[src/rtl/pvm_pkg.sv]
// ----------------------------------------------------------------------------
// pvm_pkg
// shared types and constants of the pcm voice mixer
// ----------------------------------------------------------------------------
`default_nettype none
package pvm_pkg;
    localparam int VOICES      = 16;
    localparam int SOUND_SLOTS = 64;
    localparam int STORE_WORDS = 65536;
    localparam int VW = $clog2(VOICES);
    localparam int SW = $clog2(SOUND_SLOTS);
    localparam int AW = $clog2(STORE_WORDS);
    localparam int POSW = 17;

    typedef enum logic [2:0] {
        OP_TICK = 3'd0, OP_PLAY = 3'd1, OP_PLAY_FREE = 3'd2, OP_STOP = 3'd3,
        OP_STOP_ALL = 3'd4, OP_WR_SAMPLE = 3'd5, OP_WR_SOUND = 3'd6, OP_NONE = 3'd7
    } op_t;

    typedef struct packed {
        op_t          op;
        logic [3:0]   channel_index;
        logic [5:0]   sound_index;
        logic [7:0]   volume;
        logic [15:0]  sample_address;
        logic [15:0]  sample_value;
        logic [15:0]  sound_start;
        logic [15:0]  sound_frames;
        logic         sound_stereo;
        logic         sound_loaded;
    } cmd_t;

    typedef enum logic [3:0] {
        ST_IDLE, ST_DECODE, ST_FREE, ST_VLOAD, ST_RD0, ST_RD1, ST_MUL0, ST_MUL1,
        ST_ACC, ST_NEXT, ST_OUT
    } state_t;

    function automatic logic signed [31:0] clip16(input logic signed [31:0] v);
        if (v > 32'sd32767) return 32'sd32767;
        else if (v < -32'sd32768) return -32'sd32768;
        else return v;
    endfunction
endpackage
`default_nettype wire

[src/rtl/pvm_front.sv]
// ----------------------------------------------------------------------------
// pvm_front
// two-entry command queue
// ----------------------------------------------------------------------------
`default_nettype none
module pvm_front (
    input  wire logic          aclk,
    input  wire logic          aresetn,
    input  wire logic          in_valid,
    output logic               in_ready,
    input  wire pvm_pkg::cmd_t in_cmd,
    output logic               q_valid,
    input  wire logic          q_ready,
    output pvm_pkg::cmd_t      q_cmd
);
    import pvm_pkg::*;
    cmd_t       mem_reg [2];
    logic       wp_reg, rp_reg;
    logic [1:0] cnt_reg;
    logic       push, pop;

    assign in_ready = (cnt_reg != 2'd2);
    assign q_valid  = (cnt_reg != 2'd0);
    assign q_cmd    = mem_reg[rp_reg];
    assign push = in_valid && in_ready;
    assign pop  = q_valid && q_ready;

    always_ff @(posedge aclk) begin
        if (push) begin
            mem_reg[wp_reg] <= in_cmd;
        end
        if (!aresetn) begin
            wp_reg <= 1'b0; rp_reg <= 1'b0; cnt_reg <= 2'd0;
        end else begin
            if (push) wp_reg <= ~wp_reg;
            if (pop) rp_reg <= ~rp_reg;
            cnt_reg <= cnt_reg + {1'b0, push} - {1'b0, pop};
        end
    end
endmodule
`default_nettype wire

[config.mk]
export PLATFORM = sky130hd
export DESIGN_NAME = pvm_front
export DESIGN_NICKNAME = d
export VERILOG_FILES = /design/src/rtl/pvm_pkg.sv /design/src/rtl/pvm_front.sv
export SDC_FILE = /design/constraint.sdc
export NUM_CORES = 1
export LEC_CHECK = 0
export ABC_AREA = 1
export BUFFER_PORTS_ARGS = -buffer_cell sky130_fd_sc_hd__buf_2
export CAP_MARGIN = 20
export CORE_MARGIN = 10
export CORE_UTILIZATION = 40
export DETAILED_ROUTE_END_ITERATION = 6
export GPL_ROUTABILITY_DRIVEN = 0
export PLACE_DENSITY_LB_ADDON = 0.3
export SETUP_SLACK_MARGIN = 0.4
export SYNTH_ARGS = -nofsm -noshare
export SYNTH_HDL_FRONTEND = slang
export SYNTH_SLANG_ARGS = --single-unit
export TNS_END_PERCENT = 30
[constraint.sdc]
create_clock -name aclk -period 9.56 [get_ports aclk]
set_input_delay 1.912 -clock aclk [delete_from_list [all_inputs] [get_ports aclk]]
set_output_delay 1.912 -clock aclk [all_outputs]
set_load 0.1 [all_outputs]
---- Word-level counts from Yosys, hierarchy flattened ----
Memories as Yosys holds them, arrays and structs flattened. A register that Yosys moved wholly into a read port is not among the register bits.
Cells that the tools add are included.
cells by class
  add/sub/neg operators ................... 2
  reductions and logical operators ........ 3
  equality and inequality tests ........... 1
  bitwise logic cells ..................... 2
  multiplexer cells ....................... 4
operators with widths
  operator                               number
  2-to-1 mux 1 bit                       4
  adder 2 x 1 -> 2 bit                   1
  logical AND 1 bit                      2
  != test 2 bit (second input constant)  1
  inverter 1 bit                         2
  nonzero test 2 bit                     1
  subtractor 2 x 1 -> 2 bit              1
word-level totals
  memories ................................ 1
  memory bits (writable) .................. 174
  register bits after elaboration ......... 4
  logic and storage cells ................. 16
memory list
  name     depth  width  read ports  clocked after Yosys merged registers in  wr ports  line             source
  mem_reg  2      87     1           1                                        1         pvm_front.sv:17  cmd_t mem_reg [2];

---- Depth between registers and ports, before layout ----
  word-level depth ........................ 4
  mapped depth ............................ 11
  mapped depth without buffers ............ 11

---- Worst setup path before layout ----
Ideal clock, no wire load.
  kind .................................... input port to flip-flop
  start point ............................. input in_valid
  end point ............................... memory mem_reg[0][0] (netlist name), enable pin
  setup slack ............................. 3371 ps
  arrival time ............................ 5656 ps
  data required time ...................... 9026 ps
  cell stages on the path ................. 2
  cell sequence ........................... nand2_1 > nor2_1
between the ends
  longest elaborated chain between the ends .. 3
RTL lines
  what                                    line             source
  from (decl)                             pvm_front.sv:9   input wire logic in_valid,
  logical AND 1 bit                       pvm_front.sv:25  assign push = in_valid && in_ready;
  2-to-1 mux 1 bit                        pvm_front.sv:29  if (push) begin
  2-to-1 mux 1 bit (not written as such)  pvm_front.sv:30  mem_reg[wp_reg] <= in_cmd;
  to (decl)                               pvm_front.sv:17
No other way between the ends.

==> metrics.cfg <==
[grt]
grt_usage_pct = 12.2
grt.overflow.total = 0
grt_first_pass_wirelength_mm = 20.7
grt_pass1_vias = 3813
antenna_found_initial = 2
grt_max_degree = 50

[cells_and_area]
final_cell_mix = buf_2 (179), edfxtp_1 (174), mux2_2 (57), mux2_4 (30), clkbuf_16 (17)
layout_commonest_cell = buf_2
seqCellArea_mm2 = 0.00533
largest_register_ffs = 174
area_delta_synth_final_pct = 26.0
drive_gt1_share_pct = 59.4
multi_input_area_mm2 = 0.00121
n_fill_cell = 1367
fin_nets = 592

[clocking]
postCtsSetupBuffers = 0
cts_hold_buffers = 0
clockBufferDepth = 2
cts_sinks = 179
clk_latency_ns = 0.42
cts_buffers = 17
cts_tree = done
clk_transition_reported_paths_ns = 0.07
ctsResizeCount = 0
cts_root_buffer = clkbuf_16
htreeDepth = 4

[timing]
fmaxAchievable_ghz = 0.218
tightest_slew_ns = 0.746
finalSetupTns_ns = 0
fin_crit_ns = 4.58
slew_headroom_pct = 50.2
hold_ws_ns = 0.527
setup_viol = 0
skew_ns = 0.00953
hold_viol = 0
report.final.slew_viol_count = 0
fin_crit_sh_pct = 47.9
rsz0062_at_grt = false

[setup_path]
reg2reg_slack_ns = 7.36
critPathCaptureType = primary output
cp_data_arrival_time_ns = 2.66
path_class = flop to primary output
r2r_end = mem_reg[1][10]
reg2reg_from = cnt_reg[0]
cp.required_ns = 7.65
crit_fanout = 48
reg2regPathDepth = 5
startpoint_type = flop

[drt]
drt_iter0_drc = 135
vias = 3347
route.detailed.wl_per_inst_um = 18.1
routed_via_density = 4.57
ant_nets = 0
drc = 0
drt-total-wl_mm = 13.3
dr.pass1.iters = 4

[logic_synthesis]
synth_area_per_cell_um2 = 21.6
synth.cell_area_mm2 = 0.00664
yosysWarningCount = 0
ys_seq_area_share_pct = 80.2
synth.net_count = 400
yosysUniqueCellTypes = 12
synth_seq_cells = 179
netlist_instances = 307

[floorplan]
die_width_um = 149
rows = 47
die-area_mm2 = 0.0222
start_util_pct = 40.5
pin_count = 180
core-area_mm2 = 0.0164
die_h_um = 149

[worst_hold_path]
holdCritStartpoint = rp_reg
min_path_cells = 2
hold_path.class = flop to flop

[placed_design]
hpwl_mm = 9.01
io_buffers = 179

[status]
status = finished clean

[job]
drv_cap = 0

-- worst max path at each step --
stage	from	end	slack [ns]	cells after the start
6_report	flop	q_cmd[6]	4.98	3
5_1_grt	flop	q_cmd[44]	4.81	3
3_5_place_dp	flop	q_cmd[37]	5.35	3
2_1_floorplan	in_valid	mem_reg[0][0]	3.37	2
4_1_cts	flop	q_cmd[37]	4.88	3
3_3_place_gp	flop	q_cmd[37]	5.38	3
-- final cells by class --
type / count / area share, %
diodes: 1 / 0.0299
clock buffers: 17 / 5.08
clock inverters: 15 / 1.84
inverters: 7 / 0.344
multi-input cells: 111 / 14.5
flip-flops and latches: 179 / 63.7
well taps: 220 / 3.29
repair buffers: 183 / 11.2
-- through the flow --
| step | utilization (%) | std cells | worst slack [ns] | area (µm²) |
|---|---|---|---|---|
| 2_1_floorplan | - | 307 | 3.37 | 6640 |
| 3_3_place_gp | 47.3 | 699 | 5.38 | 7760 |
| 3_5_place_dp | 47.3 | 699 | 5.35 | 7760 |
| 4_1_cts | 50.9 | 731 | 4.88 | 8340 |
| 5_1_grt | 51.0 | 733 | 4.81 | 8370 |
| 6_report | 51.0 | 733 | 4.98 | 8370 |
-- kinds of logic (layout without fill, tap and decap cells) --
group	count (synthesis)	count (layout)	synth area share (%)
DFF	179	179	80.2
muxes	87	87	16.5
and+or+nand+nor	20	20	1.19
buffers and inverters	17	222	1.62
adders and majority gates	2	2	0.377
AOI/OAI and AO/OA	2	2	0.151
other	0	1	0
-- worst max-delay path: stages, from the launching register on --
cell and delay (ns):
dfxtp_4 0.75, buf_4 0.71, mux2_2 0.31, buf_2 0.43
-- cell usage after synthesis --
cell | instances | share of area, %
edfxtp_1 | 174 | 79
mux2_2 | 57 | 9.7
mux2_4 | 30 | 6.8
nand2_1 | 9 | 0.51
nor2_1 | 8 | 0.45
inv_1 | 7 | 0.40
buf_2 | 5 | 0.38
buf_6 | 5 | 0.85
dfxtp_1 | 5 | 1.5
nand3_1 | 3 | 0.23
a21oi_1 | 2 | 0.15
ha_1 | 2 | 0.38
-- per-layer routing --
metal | global-route usage (%) | vias up | share of wire (%)
met5 | 0 | - | 0.053
met4 | 4.02 | 2 | 1.0
met3 | 6.55 | 13 | 9.6
met2 | 19.9 | 115 | 49
met1 | 13.3 | 1631 | 41
li1 | - | 1586 | -
Power is left out: the tool's default activity adds up to more than one toggle a clock period on the data nets, which glitch-free logic cannot reach.
